## src/design/ppmfd_pkg.sv

```systemverilog
package ppmfd_pkg;

  // Field widths of the capture word, the decoded result and the configuration port.
  localparam int unsigned StampW   = 16;
  localparam int unsigned SlotW    = 5;
  localparam int unsigned ChanIdxW = 4;
  localparam int unsigned ExpChW   = 8;
  localparam int unsigned CfgIdxW  = 3;
  localparam int unsigned CfgDataW = 16;

  // Default channel capacity of one frame.
  localparam int unsigned MaxChannelsDef = 16;

  // Register reset values.
  localparam logic [StampW-1:0] SyncGapRst  = 16'd3000;
  localparam logic [StampW-1:0] PreambleRst = 16'd600;
  localparam logic [StampW-1:0] PulseMinRst = 16'd800;
  localparam logic [StampW-1:0] PulseMaxRst = 16'd2200;
  localparam logic [ExpChW-1:0] ExpChAny    = 8'hff;

  // Register indexes of the configuration port.
  typedef enum logic [CfgIdxW-1:0] {
    CfgSyncGapMin  = 3'd0,
    CfgPreambleMax = 3'd1,
    CfgPulseMin    = 3'd2,
    CfgPulseMax    = 3'd3,
    CfgExpChannels = 3'd4
  } ppmfd_cfg_idx_e;

  // Kind of event reported for each capture word.
  typedef enum logic [2:0] {
    KindPreamble = 3'd0,
    KindChannel  = 3'd1,
    KindFrameOk  = 3'd2,
    KindFrameBad = 3'd3,
    KindLock     = 3'd4
  } ppmfd_kind_e;

  typedef struct packed {
    logic [StampW-1:0] stamp;
    logic              pin_level;
  } ppmfd_in_t;

  typedef struct packed {
    ppmfd_kind_e         event_kind;
    logic [ChanIdxW-1:0] channel_index;
    logic [StampW-1:0]   pulse_width;
    logic [StampW-1:0]   frame_period;
    logic [SlotW-1:0]    channel_count;
    logic                hold;
  } ppmfd_out_t;

  typedef struct packed {
    logic [StampW-1:0] sync_gap_min;
    logic [StampW-1:0] preamble_max;
    logic [StampW-1:0] pulse_min;
    logic [StampW-1:0] pulse_max;
    logic [ExpChW-1:0] expected_channels;
  } ppmfd_cfg_t;

endpackage

```

## src/design/ppmfd_cfg.sv

```systemverilog
module ppmfd_cfg (
  input  logic                                clk_i,
  input  logic                                rst_ni,
  input  logic                                cfg_we_i,
  input  logic [ppmfd_pkg::CfgIdxW-1:0]       cfg_idx_i,
  input  logic [ppmfd_pkg::CfgDataW-1:0]      cfg_data_i,
  output ppmfd_pkg::ppmfd_cfg_t               cfg_o
);
  import ppmfd_pkg::*;

  ppmfd_cfg_t cfg_d, cfg_q;

  // Decode the register index; unused indexes are ignored.
  always_comb begin
    cfg_d = cfg_q;
    if (cfg_we_i) begin
      unique case (ppmfd_cfg_idx_e'(cfg_idx_i))
        CfgSyncGapMin:  cfg_d.sync_gap_min      = cfg_data_i[StampW-1:0];
        CfgPreambleMax: cfg_d.preamble_max      = cfg_data_i[StampW-1:0];
        CfgPulseMin:    cfg_d.pulse_min         = cfg_data_i[StampW-1:0];
        CfgPulseMax:    cfg_d.pulse_max         = cfg_data_i[StampW-1:0];
        CfgExpChannels: cfg_d.expected_channels = cfg_data_i[ExpChW-1:0];
        default: ;
      endcase
    end
  end

  always_ff @(posedge clk_i or negedge rst_ni) begin
    if (!rst_ni) begin
      cfg_q.sync_gap_min      <= SyncGapRst;
      cfg_q.preamble_max      <= PreambleRst;
      cfg_q.pulse_min         <= PulseMinRst;
      cfg_q.pulse_max         <= PulseMaxRst;
      cfg_q.expected_channels <= ExpChAny;
    end else begin
      cfg_q <= cfg_d;
    end
  end

  assign cfg_o = cfg_q;

endmodule

```

## src/design/ppmfd_dec.sv

```systemverilog
module ppmfd_dec #(
  parameter int unsigned MaxChannels = ppmfd_pkg::MaxChannelsDef
) (
  input  logic                   clk_i,
  input  logic                   rst_ni,
  input  logic                   en_i,
  input  ppmfd_pkg::ppmfd_in_t   word_i,
  input  ppmfd_pkg::ppmfd_cfg_t  cfg_i,
  output ppmfd_pkg::ppmfd_out_t  res_o
);
  import ppmfd_pkg::*;

  localparam logic [SlotW-1:0] SlotLimit = SlotW'(MaxChannels);

  logic [StampW-1:0] prev_q, prev_d;
  logic [StampW-1:0] total_q, total_d;
  logic [SlotW-1:0]  slot_q, slot_d;
  logic              locked_q, locked_d;
  logic [StampW-1:0] pre_q, pre_d;
  logic              idle_q, idle_d;
  logic              hold_q, hold_d;

  logic [StampW-1:0] gap;
  logic [StampW-1:0] total_sum;
  logic [StampW-1:0] width;
  logic              is_sync;
  logic              count_ok;
  logic              width_ok;

  // Tick arithmetic wraps with the 16-bit timer.
  assign gap       = word_i.stamp - prev_q;
  assign total_sum = total_q + gap;
  assign width     = gap + pre_q;
  assign is_sync   = gap > cfg_i.sync_gap_min;
  assign count_ok  = (cfg_i.expected_channels == ExpChAny) ||
                     (cfg_i.expected_channels == ExpChW'(slot_q));
  assign width_ok  = (width > cfg_i.pulse_min) && (width < cfg_i.pulse_max) &&
                     (slot_q < SlotLimit);

  // Classify the edge and work out the next decoder state.
  always_comb begin
    prev_d   = word_i.stamp;
    total_d  = total_sum;
    slot_d   = slot_q;
    locked_d = locked_q;
    pre_d    = pre_q;
    idle_d   = idle_q;
    hold_d   = hold_q;
    res_o    = '0;

    if (is_sync) begin
      res_o.frame_period  = total_sum;
      res_o.channel_count = slot_q;
      if (!locked_q && count_ok) begin
        res_o.event_kind = KindFrameOk;
        hold_d           = 1'b0;
      end else begin
        res_o.event_kind = KindFrameBad;
        hold_d           = 1'b1;
      end
      idle_d   = ~word_i.pin_level;
      total_d  = '0;
      slot_d   = '0;
      locked_d = 1'b0;
    end else if (word_i.pin_level != idle_q) begin
      // Edge away from idle closes a channel pulse.
      if (!locked_q && width_ok) begin
        res_o.event_kind    = KindChannel;
        res_o.channel_index = slot_q[ChanIdxW-1:0];
        res_o.pulse_width   = width;
        slot_d              = slot_q + SlotW'(1);
      end else begin
        res_o.event_kind = KindLock;
        locked_d         = 1'b1;
        hold_d           = 1'b1;
      end
    end else begin
      // Edge back to idle closes the preamble.
      if (!locked_q && (gap < cfg_i.preamble_max)) begin
        res_o.event_kind = KindPreamble;
        pre_d            = gap;
      end else begin
        res_o.event_kind = KindLock;
        locked_d         = 1'b1;
      end
    end
    res_o.hold = hold_d;
  end

  always_ff @(posedge clk_i or negedge rst_ni) begin
    if (!rst_ni) begin
      prev_q   <= '0;
      total_q  <= '0;
      slot_q   <= '0;
      locked_q <= 1'b0;
      pre_q    <= '0;
      idle_q   <= 1'b0;
      hold_q   <= 1'b0;
    end else if (en_i) begin
      prev_q   <= prev_d;
      total_q  <= total_d;
      slot_q   <= slot_d;
      locked_q <= locked_d;
      pre_q    <= pre_d;
      idle_q   <= idle_d;
      hold_q   <= hold_d;
    end
  end

endmodule

```

## src/design/ppm_frame_decoder_core.sv

```systemverilog
// A word accepted into the input register moves into the result register once that
// register is free or being drained; its result word is then offered at the output.
// Throughput: one word per cycle while the output is not stalled; the decoder state
// is updated as the word moves from the input register into the result register.
// Reset (asynchronous, active low) clears the decoder state and the valid flags of
// both pipeline registers and returns the configuration registers to their defaults.
module ppm_frame_decoder_core #(
  parameter int unsigned MaxChannels = ppmfd_pkg::MaxChannelsDef
) (
  input  logic                            clk_i,
  input  logic                            rst_ni,
  input  logic                            cfg_we_i,
  input  logic [ppmfd_pkg::CfgIdxW-1:0]   cfg_idx_i,
  input  logic [ppmfd_pkg::CfgDataW-1:0]  cfg_data_i,
  input  logic                            in_valid_i,
  output logic                            in_ready_o,
  input  ppmfd_pkg::ppmfd_in_t            in_data_i,
  output logic                            out_valid_o,
  input  logic                            out_ready_i,
  output ppmfd_pkg::ppmfd_out_t           out_data_o
);
  import ppmfd_pkg::*;

  ppmfd_cfg_t cfg;
  ppmfd_out_t res;

  logic       in_valid_q, in_valid_d;
  ppmfd_in_t  in_word_q;
  logic       out_valid_q, out_valid_d;
  ppmfd_out_t out_word_q;
  logic       advance;
  logic       accept;

  ppmfd_cfg u_cfg (
    .clk_i      (clk_i),
    .rst_ni     (rst_ni),
    .cfg_we_i   (cfg_we_i),
    .cfg_idx_i  (cfg_idx_i),
    .cfg_data_i (cfg_data_i),
    .cfg_o      (cfg)
  );

  ppmfd_dec #(
    .MaxChannels (MaxChannels)
  ) u_dec (
    .clk_i  (clk_i),
    .rst_ni (rst_ni),
    .en_i   (advance),
    .word_i (in_word_q),
    .cfg_i  (cfg),
    .res_o  (res)
  );

  // A held word moves on when the result register is free or being drained.
  assign advance    = in_valid_q && (!out_valid_q || out_ready_i);
  assign in_ready_o = !in_valid_q || advance;
  assign accept     = in_valid_i && in_ready_o;

  always_comb begin
    in_valid_d = in_valid_q;
    if (accept) begin
      in_valid_d = 1'b1;
    end else if (advance) begin
      in_valid_d = 1'b0;
    end
    out_valid_d = out_valid_q;
    if (advance) begin
      out_valid_d = 1'b1;
    end else if (out_ready_i) begin
      out_valid_d = 1'b0;
    end
  end

  // Valid flags of the input and result registers.
  always_ff @(posedge clk_i or negedge rst_ni) begin
    if (!rst_ni) begin
      in_valid_q  <= 1'b0;
      out_valid_q <= 1'b0;
    end else begin
      in_valid_q  <= in_valid_d;
      out_valid_q <= out_valid_d;
    end
  end

  // Payload registers.
  always_ff @(posedge clk_i) begin
    if (accept) begin
      in_word_q <= in_data_i;
    end
    if (advance) begin
      out_word_q <= res;
    end
  end

  assign out_valid_o = out_valid_q;
  assign out_data_o  = out_word_q;

endmodule

```

## config.mk

```make
export PLATFORM = sky130hd
export DESIGN_NAME = ppm_frame_decoder_core
export DESIGN_NICKNAME = d
export VERILOG_FILES = /design/src/design/ppmfd_pkg.sv /design/src/design/ppmfd_cfg.sv /design/src/design/ppmfd_dec.sv /design/src/design/ppm_frame_decoder_core.sv
export SDC_FILE = /design/constraint.sdc
export NUM_CORES = 1
export LEC_CHECK = 0
export BUFFER_PORTS_ARGS = -buffer_cell sky130_fd_sc_hd__buf_2
export CORE_MARGIN = 8
export CORE_UTILIZATION = 40
export CTS_CLUSTER_SIZE = 14
export DETAILED_ROUTE_END_ITERATION = 12
export SETUP_SLACK_MARGIN = 0.3
export SYNTH_ARGS = -nofsm -noshare
export SYNTH_HDL_FRONTEND = slang
export SYNTH_SLANG_ARGS = --single-unit
```

## constraint.sdc

```tcl
create_clock -name clk_i -period 6.5 [get_ports clk_i]
set_clock_uncertainty 0.05 [all_clocks]
set_input_delay 1.3 -clock clk_i [delete_from_list [all_inputs] [get_ports clk_i]]
set_output_delay 1.3 -clock clk_i [all_outputs]
set_load 0.02 [all_outputs]
```

==> metrics.yaml, run 1 <==
status: "completed"
cap_viol_max_count: 0
synth-seq-area-share_pct: 48.3
io_pins: 88
cp.required_ns: 6.73
fillCellCount: 2465
finalSetupViolCount: 0
die_y_um: 179
grt_pass1_wl_mm: 41.4
cp-start-kind: "register"
numCtsBuffers: 17
grt_antenna_before_repair: 0
drtIter0Drc: 418
vdd_drop_max_mv: 0.199
setup.worst_path.end_class: "register"
cts_tree: "yes"
synth.most_common_cell: "ha_1"
design_area_mm2: 0.0122
clk_pin_slew_ns: 0.07
dp_hpwl_mm: 19.7
hold_path_class: "register to register"
synth_seq_cells: 192
clock-sinks: 192
rsz0062_at_grt: "no"
syn-num-nets: 1155
leakagePower_nw: 5.67
hold_buffers: 0
worst_slack_ns: 0.716
multi_input_area_mm2: 0.00509
first_pass_iters: 6
synth.distinct_cells: 65
coreArea_mm2: 0.0261
synth_area_leader_cell: "dfrtp_1"
place_inst: 1422
synth_commonest_cells: "108 x ha_1, 104 x dfrtp_1, 104 x nand2_1"
htree_levels: 4
critical_path.startpoint: "in_word_q[2]"
clock_path_buffers: 2
start_util_pct: 40.8
vias: 7470
pre_cts_ws_ns: 0.347
worstPathMaxFanout: 17
placed_cell_area_mm2: 0.0116
areaGrowthSynthToFinish_pct: 14.6
synth_top_area_share_pct: 24.4
die_w_um: 179
powerDensity_mw_per_mm2: 521
drc: 0
postSynthAreaPerCell_um2: 10.6
clockRootBuffer: "clkbuf_16"
final_nets: 1260
worstPathArrival_ns: 6.01
routed_via_density: 5.13
ff_latch_area_mm2: 0.00515
utilization_pct: 46.7
synthFlopType: "dfrtp_1"
hold-worst-slack_ns: 0.438
die_area_mm2: 0.0321
hold_viol_final: 0
tns_ns: 0
post-route-period-util_pct: 89.0
synthTopCellsByArea: "dfrtp_1 24%, edfxtp_1 17%, ha_1 13%, dfstp_2 6.4%, o21ai_0 4.2%"
slew_headroom_pct: 26.6
fin_crit_ns: 5.78
postRouteAntennaNets: 0
wl_mm: 25.9
grt_max_degree: 54
worstReg2RegStart: "in_word_q[2]"
grt_pass1_vias: 7507
stdcell_count: 1456
slew_violations: 0
syn_area_mm2: 0.0107
gp_congestion: 0.839
worst_slew_pin_slew_ns: 1.10
synth_edf_count: 62
diodes: 0
hp-start: "in_valid_q"
critical_path_class: "register to register"
synth_warnings: 0
clock_latency_ns: 0.44
grt_remaining_overflow: 0
max_freq_ghz: 0.173
num_rows: 59
postSynthCellCount: 1003
drive_above_1_share_pct: 21.1
io_buffers: 87
async_flop_share_pct: 67.7
total_power_mw: 6.36
detail_route.wl_per_cell_um: 17.8
grt_usage_pct: 16.8
[area by class of cell]
class,count,share of cell area (%)
clock inverters,13,1.13
clock buffers,19,3.54
repair buffers,112,5.12
well taps,335,3.43
inverters,96,2.95
multi-input cells,689,41.7
flip-flops and latches,192,42.1
[flip-flops by register name, summed over array words and instances, names as in the netlist]
name            flops
u_dec.slot_q        5
out_data_o         45
in_word_q          17
u_dec.hold_q        1
u_dec.idle_q        1
u_dec.pre_q        16
u_cfg.cfg_o        72
out_valid_o         1
u_dec.prev_q       16
u_dec.locked_q      1
u_dec.total_q      16
in_valid_q          1
[logic make-up after synthesis]
logic type / Yosys count / synth area share (%)
AOI/OAI and AO/OA: 231 / 14.0
xor gates and xnor gates: 47 / 3.93
adders and majority gates: 111 / 13.2
buffers and inverters: 122 / 4.39
DFF: 192 / 48.3
muxes: 43 / 4.85
and+or+nand+nor: 257 / 11.3
[routing by layer]
layer  global-route usage, %  up-vias  part of all wire, %
met5                       0        -                    0
met1                    22.2     3578                   47
li1                        -     3720                    -
met2                    27.7      145                   47
met3                    3.37       27                  4.1
met4                    4.37        0                  1.5
[critical path, cell delays in order (launching register included)]
cell	delay [ns]
edfxtp_1	0.45
ha_1	0.31
nor2b_1	0.14
o31a_1	0.29
o41ai_2	0.30
a211oi_1	0.13
a21o_1	0.24
xor2_1	0.15
buf_4	0.18
ha_1	0.32
a21o_1	0.22
a21o_1	0.19
a21oi_1	0.19
a21boi_1	0.20
o21bai_1	0.09
xnor2_1	0.18
xnor2_1	0.13
ha_1	0.34
nand4_1	0.11
or3_1	0.36
o221ai_1	0.16
o211ai_1	0.16
nor2b_2	0.19
buf_4	0.23
nand2_2	0.14
nor3_1	0.17
[power breakdown]
part           leakage [nW]  internal (mW)  switching, mW
sequential             2.15           1.65          0.153
combinational          3.25           1.46           2.05
clock                 0.272          0.569          0.475
total                  5.67           3.68           2.68
[cell usage in the layout, fill, tap and decap left out, types with 8 or more instances in the layout]
master and n:
a21o_1 32, a21oi_1 44, and2_1 9, and3_1 15, buf_2 86, buf_4 26, clkbuf_16 17, dfrtp_1 104
dfstp_2 26, edfxtp_1 62, ha_1 106, inv_1 94, mux2_2 33, mux2_4 9, nand2_1 103, nand2b_1 11
nand4_1 14, nor2_1 57, nor2b_1 10, nor3_1 13, o21a_1 8, o21ai_0 90, o31ai_1 9, xnor2_1 22
xor2_1 22
[what timing repair did]
action	in CTS	in global routing
buffers inserted	0	2
gates resized for setup	0	7
setup endpoints to repair	0	25
[worst paths after layout]
| kind | end | slack, ns | depth (start not counted) |
|---|---|---|---|
| max | out_data_o[34] | 0.72 | 25 |
| min | out_valid_o | 0.44 | 1 |
| max reg2reg | out_data_o[34] | 0.72 | 25 |
| min reg2reg | out_valid_o | 0.44 | 1 |
| max in group asynchronous | u_dec.pre_q[2] | 4.62 | 2 |
| min in group asynchronous | u_cfg.cfg_o[16] | 0.73 | 1 |
No activity file was read; power rests on OpenSTA's default activity.
==> run 2, diff against run 1 <==
--- a/config.mk
+++ b/config.mk
@@ -13,4 +13,5 @@
 export SETUP_SLACK_MARGIN = 0.3
 export SYNTH_ARGS = -nofsm -noshare
 export SYNTH_HDL_FRONTEND = slang
+export SYNTH_HIERARCHICAL = 1
 export SYNTH_SLANG_ARGS = --single-unit
==> metrics.yaml, run 2 <==
vdd_drop_max_mv: 0.221
multi_input_area_mm2: 0.00529
max_freq_ghz: 0.171
synthTopCellsByArea: "dfrtp_1 24%, edfxtp_1 17%, ha_1 13%, mux2_2 8.0%, dfstp_2 6.3%"
detail_route.wl_per_cell_um: 18.7
final_nets: 1221
numCtsBuffers: 17
coreArea_mm2: 0.0267
io_pins: 88
setup.worst_path.end_class: "register"
postSynthAreaPerCell_um2: 11.4
rsz0062_at_grt: "no"
clockRootBuffer: "clkbuf_16"
grt_usage_pct: 16.5
postRouteAntennaNets: 0
synth.most_common_cell: "ha_1"
synth_area_leader_cell: "dfrtp_1"
cts_tree: "yes"
synth.distinct_cells: 71
crit_top_cell: "ha_1"
fin_crit_ns: 5.86
syn-num-nets: 1107
critical_path_class: "register to register"
synth_commonest_cells: "110 x ha_1, 104 x dfrtp_1, 94 x inv_1"
pre_cts_ws_ns: 0.321
synth_top_area_share_pct: 24.0
grt_max_degree: 77
worst_slack_ns: 0.635
worstReg2RegStart: "in_word_q[1]"
synthFlopType: "dfrtp_1"
slowest_stage: "or4_1"
clock_latency_ns: 0.43
clock_path_buffers: 2
syn_area_mm2: 0.0108
tns_ns: 0
max_stage_delay_ns: 0.52
critical_path.startpoint: "in_word_q[1]"
post-route-period-util_pct: 90.2
powerDensity_mw_per_mm2: 536
synth-seq-area-share_pct: 47.6
grt_remaining_overflow: 0
die_y_um: 180
drive_above_1_share_pct: 26.7
synth_warnings: 6
die_area_mm2: 0.0326
io_buffers: 87
total_power_mw: 6.74
slew_headroom_pct: 35.1
hp-start: "in_word_q[13]"
synth_edf_count: 62
start_util_pct: 40.5
worstPathMaxFanout: 5
worst_slew_pin_slew_ns: 0.973
drtIter0Drc: 484
grt_pass1_wl_mm: 42.6
cp.required_ns: 6.80
worstPathArrival_ns: 6.17
largest_reg_flops: 72
grt_pass1_vias: 7703
areaGrowthSynthToFinish_pct: 16.2
first_pass_iters: 5
num_rows: 60
cap_viol_max_count: 0
htree_levels: 4
cp-start-kind: "register"
synth_seq_cells: 192
slew_violations: 0
postSynthCellCount: 953
gp_congestion: 0.876
status: "completed"
finalSetupViolCount: 0
die_w_um: 180
dp_hpwl_mm: 20.1
ff_latch_area_mm2: 0.00515
routed_via_density: 5.27
leakagePower_nw: 5.72
final_cell_mix: "108 x ha_1, 104 x dfrtp_1, 94 x inv_1, 86 x buf_2, 77 x mux2_2"
fillCellCount: 2496
vias: 7488
hold_viol_final: 0
drc: 0
hold_path_class: "register to register"
wl_mm: 26.6
layout_commonest_cell: "ha_1"
clock-sinks: 192
grt_antenna_before_repair: 0
clk_pin_slew_ns: 0.07
async_flop_share_pct: 67.7
[run 2: cell count changes after synthesis, moves of 10 or more]
cell,change
o21ai_0,-59
nand2_1,-59
mux2_2,+44
mux2_1,+12
clkbuf_1,-10
nor3b_1,+13
nand3_1,+10
[run 2: final cells by class]
class                   instances  share of cell area (%)
well taps                     341                    3.39
diodes                          1                  0.0199
flip-flops and latches        192                    40.9
clock inverters                15                    2.02
multi-input cells             643                    42.1
repair buffers                118                    5.33
clock buffers                  17                    3.38
inverters                      95                    2.84
[run 2: metal layers]
| layer | share of wire [%] | track usage, % | vias up |
|---|---|---|---|
| met3 | 4.4 | 3.02 | 40 |
| met5 | 0 | 0 | - |
| met1 | 47 | 21.9 | 3659 |
| met4 | 2.4 | 6.12 | 0 |
| li1 | - | - | 3621 |
| met2 | 46 | 26.6 | 168 |
[run 2: cells by family (layout without fill, tap and decap cells)]
kind of cell / Yosys count / count (layout) / share of synthesized area [%]
muxes: 90 / 90 / 9.35
adders and majority gates: 113 / 113 / 13.3
xor gates and xnor gates: 47 / 47 / 4.01
DFF: 192 / 192 / 47.6
and+or+nand+nor: 217 / 217 / 10.7
buffers and inverters: 118 / 245 / 4.61
other: 0 / 1 / 0
AOI/OAI and AO/OA: 176 / 176 / 10.5
[run 2: worst max-delay path: cells and delay by family, from the launching register on]
| family | cells | cell delay [ns] |
|---|---|---|
| XOR/XNOR | 2 | 0.49 |
| AO/OA/AOI/OAI | 9 | 1.43 |
| adder cells (fa/ha/maj) | 4 | 1.18 |
| flip-flops | 1 | 0.38 |
| AND/OR/NAND/NOR | 9 | 2.00 |
| buffers and inverters | 3 | 0.26 |
[run 2: path summary, 6_finish.rpt]
| check | endpoint | slack, ns | depth (start not counted) |
|---|---|---|---|
| min | u_dec/prev_q[12] | 0.44 | 2 |
| min reg2reg | u_dec/prev_q[12] | 0.44 | 2 |
| min in group asynchronous | u_cfg/cfg_o[27] | 0.90 | 1 |
| max reg2reg | u_dec/slot_q[3] | 0.64 | 27 |
| max in group asynchronous | u_dec/total_q[11] | 4.03 | 2 |
| max | u_dec/slot_q[3] | 0.64 | 27 |
[run 2: what timing repair did]
item / 4_1_cts / 5_1_grt
pin swaps: 0 / 16
setup endpoints to repair: 1 / 30
hold buffers: 0 / 0
resized for setup: 1 / 19
gates cloned: 0 / 0
setup buffers: 0 / 8
[run 2: through the flow]
stage | area [um2] | instances | hold slack [ns] | utilization, %
after floorplan | 10800 | 953 | 0.397 | -
after global placement | 11700 | 1381 | 0.415 | 43.9
after detailed placement | 11700 | 1381 | 0.431 | 43.9
after CTS | 12400 | 1413 | 0.447 | 46.4
after global routing | 12600 | 1421 | 0.460 | 47.0
final | 12600 | 1422 | 0.436 | 47.0
[run 2: power breakdown]
part / switching (mW) / internal, mW / total, mW
Sequential: 0.162 / 1.63 / 1.80
Combinational: 2.14 / 1.59 / 3.72
Clock: 0.488 / 0.729 / 1.22
Total: 2.79 / 3.95 / 6.74
==> run 3, diff against run 2 <==
--- a/config.mk
+++ b/config.mk
@@ -6,10 +6,14 @@
 export NUM_CORES = 1
 export LEC_CHECK = 0
 export BUFFER_PORTS_ARGS = -buffer_cell sky130_fd_sc_hd__buf_2
+export CELL_PAD_IN_SITES_DETAIL_PLACEMENT = 1
+export CELL_PAD_IN_SITES_GLOBAL_PLACEMENT = 1
 export CORE_MARGIN = 8
 export CORE_UTILIZATION = 40
 export CTS_CLUSTER_SIZE = 14
 export DETAILED_ROUTE_END_ITERATION = 12
+export MAX_ROUTING_LAYER = met4
+export PLACE_DENSITY_LB_ADDON = 0.1
 export SETUP_SLACK_MARGIN = 0.3
 export SYNTH_ARGS = -nofsm -noshare
 export SYNTH_HDL_FRONTEND = slang
==> metrics.yaml, run 3 (same netlist as run 2, synthesis figures left out) <==
r2r_cells: 28
final_cell_mix: "110 x ha_1, 104 x dfrtp_1, 94 x inv_1, 86 x buf_2, 77 x mux2_2"
max_freq_ghz: 0.170
slew_headroom_pct: 33.4
wl_mm: 29.2
hp-start: "u_dec/pre_q[7]"
finalSetupViolCount: 0
cp_num_buf_inv: 2
critical_path_class: "register to register"
postRouteAntennaNets: 0
leakagePower_nw: 5.69
cap_viol_max_count: 0
io_buffers: 87
hold_buffers: 0
slew_violations: 0
cp-start-kind: "register"
critical_path.startpoint: "in_word_q[1]"
tns_ns: 0
numCtsBuffers: 17
routed_via_density: 5.33
vdd_drop_max_mv: 0.183
fin_crit_ns: 5.90
setup.worst_path.end_class: "register"
coreArea_mm2: 0.0267
hold_path_class: "register to register"
die_y_um: 180
slowest_stage: "or4_1"
worstReg2RegStart: "in_word_q[1]"
worstPathArrival_ns: 6.19
final_nets: 1222
drive_above_1_share_pct: 26.6
worst_slew_pin_slew_ns: 0.997
die_w_um: 180
die_area_mm2: 0.0326
clock-sinks: 192
start_util_pct: 40.5
io_pins: 88
clk_pin_slew_ns: 0.07
cts_tree: "yes"
crit_top_cell: "ha_1"
gp_congestion: 0.816
worstPathMaxFanout: 4
whs_path_depth: 1
cp.required_ns: 6.79
grt_max_degree: 71
num_rows: 60
status: "completed"
fillCellCount: 2919
crit_cells: 28
grt_pass1_wl_mm: 46.9
detail_route.wl_per_cell_um: 20.5
areaGrowthSynthToFinish_pct: 15.1
clock_path_buffers: 2
layout_commonest_cell: "ha_1"
rsz0062_at_grt: "no"
htree_levels: 4
clockRootBuffer: "clkbuf_16"
grt_antenna_before_repair: 0
max_stage_delay_ns: 0.51
drc: 0
powerDensity_mw_per_mm2: 532
dp_hpwl_mm: 22.4
clock_latency_ns: 0.43
vias: 7583
grt_pass1_vias: 8184
diodes: 0
grt_usage_pct: 18.8
first_pass_iters: 4
post-route-period-util_pct: 90.7
drtIter0Drc: 369
grt_remaining_overflow: 0
crit_family: "simple AND/OR/NAND/NOR gates"
hold_viol_final: 0
utilization_pct: 46.6
largest_reg_flops: 72
[run 3: through the flow]
step           hold slack [ns]  std cells  power (mW)  instance area [um2]  setup slack (ns)
3_5_place_dp             0.434       1387        5.44                11800             0.270
3_3_place_gp             0.418       1387        5.37                11800             0.594
6_report                 0.450       1422        6.62                12500             0.603
4_1_cts                  0.454       1419        6.57                12400             0.317
2_1_floorplan            0.397        953        4.20                10800             0.748
5_1_grt                  0.470       1422        7.14                12500             0.271
[run 3: final timing paths]
path | endpoint | slack [ns]
max | u_dec/slot_q[3] | 0.60
min | u_dec/pre_q[7] | 0.45
max reg2reg | u_dec/slot_q[3] | 0.60
min reg2reg | u_dec/pre_q[7] | 0.45
max in group asynchronous | u_dec/pre_q[4] | 4.27
min in group asynchronous | u_cfg/cfg_o[47] | 0.83
[run 3: area by class of cell]
class	instances	area [um2]	share of cell area, %
Timing Repair Buffer	119	682	5.47
Inverter	95	357	2.86
Clock inverter	15	151	1.22
Clock buffer	17	425	3.42
Sequential cell	192	5150	41.3
Multi-Input combinational cell	643	5270	42.3
Tap cell	341	427	3.43
[run 3: where the power goes]
part | switching (mW) | total [mW] | internal (mW)
Sequential | 0.163 | 1.80 | 1.63
Clock | 0.518 | 1.06 | 0.542
Combinational | 2.20 | 3.76 | 1.56
[run 3: repair_timing]
item | in CTS | in global routing
buffers inserted | 0 | 3
gates resized for setup | 2 | 18
cloned | 0 | 0
setup endpoints to repair | 11 | 30
pin swaps | 0 | 12
[run 3: layer usage]
layer / vias to the layer above / part of all wire, % / track usage [%]
li1: 3607 / - / -
met1: 3828 / 49 / 25.0
met2: 124 / 46 / 29.3
met3: 24 / 3.4 / 3.35
met4: 0 / 1.6 / 5.16
met5: - / 0 / -
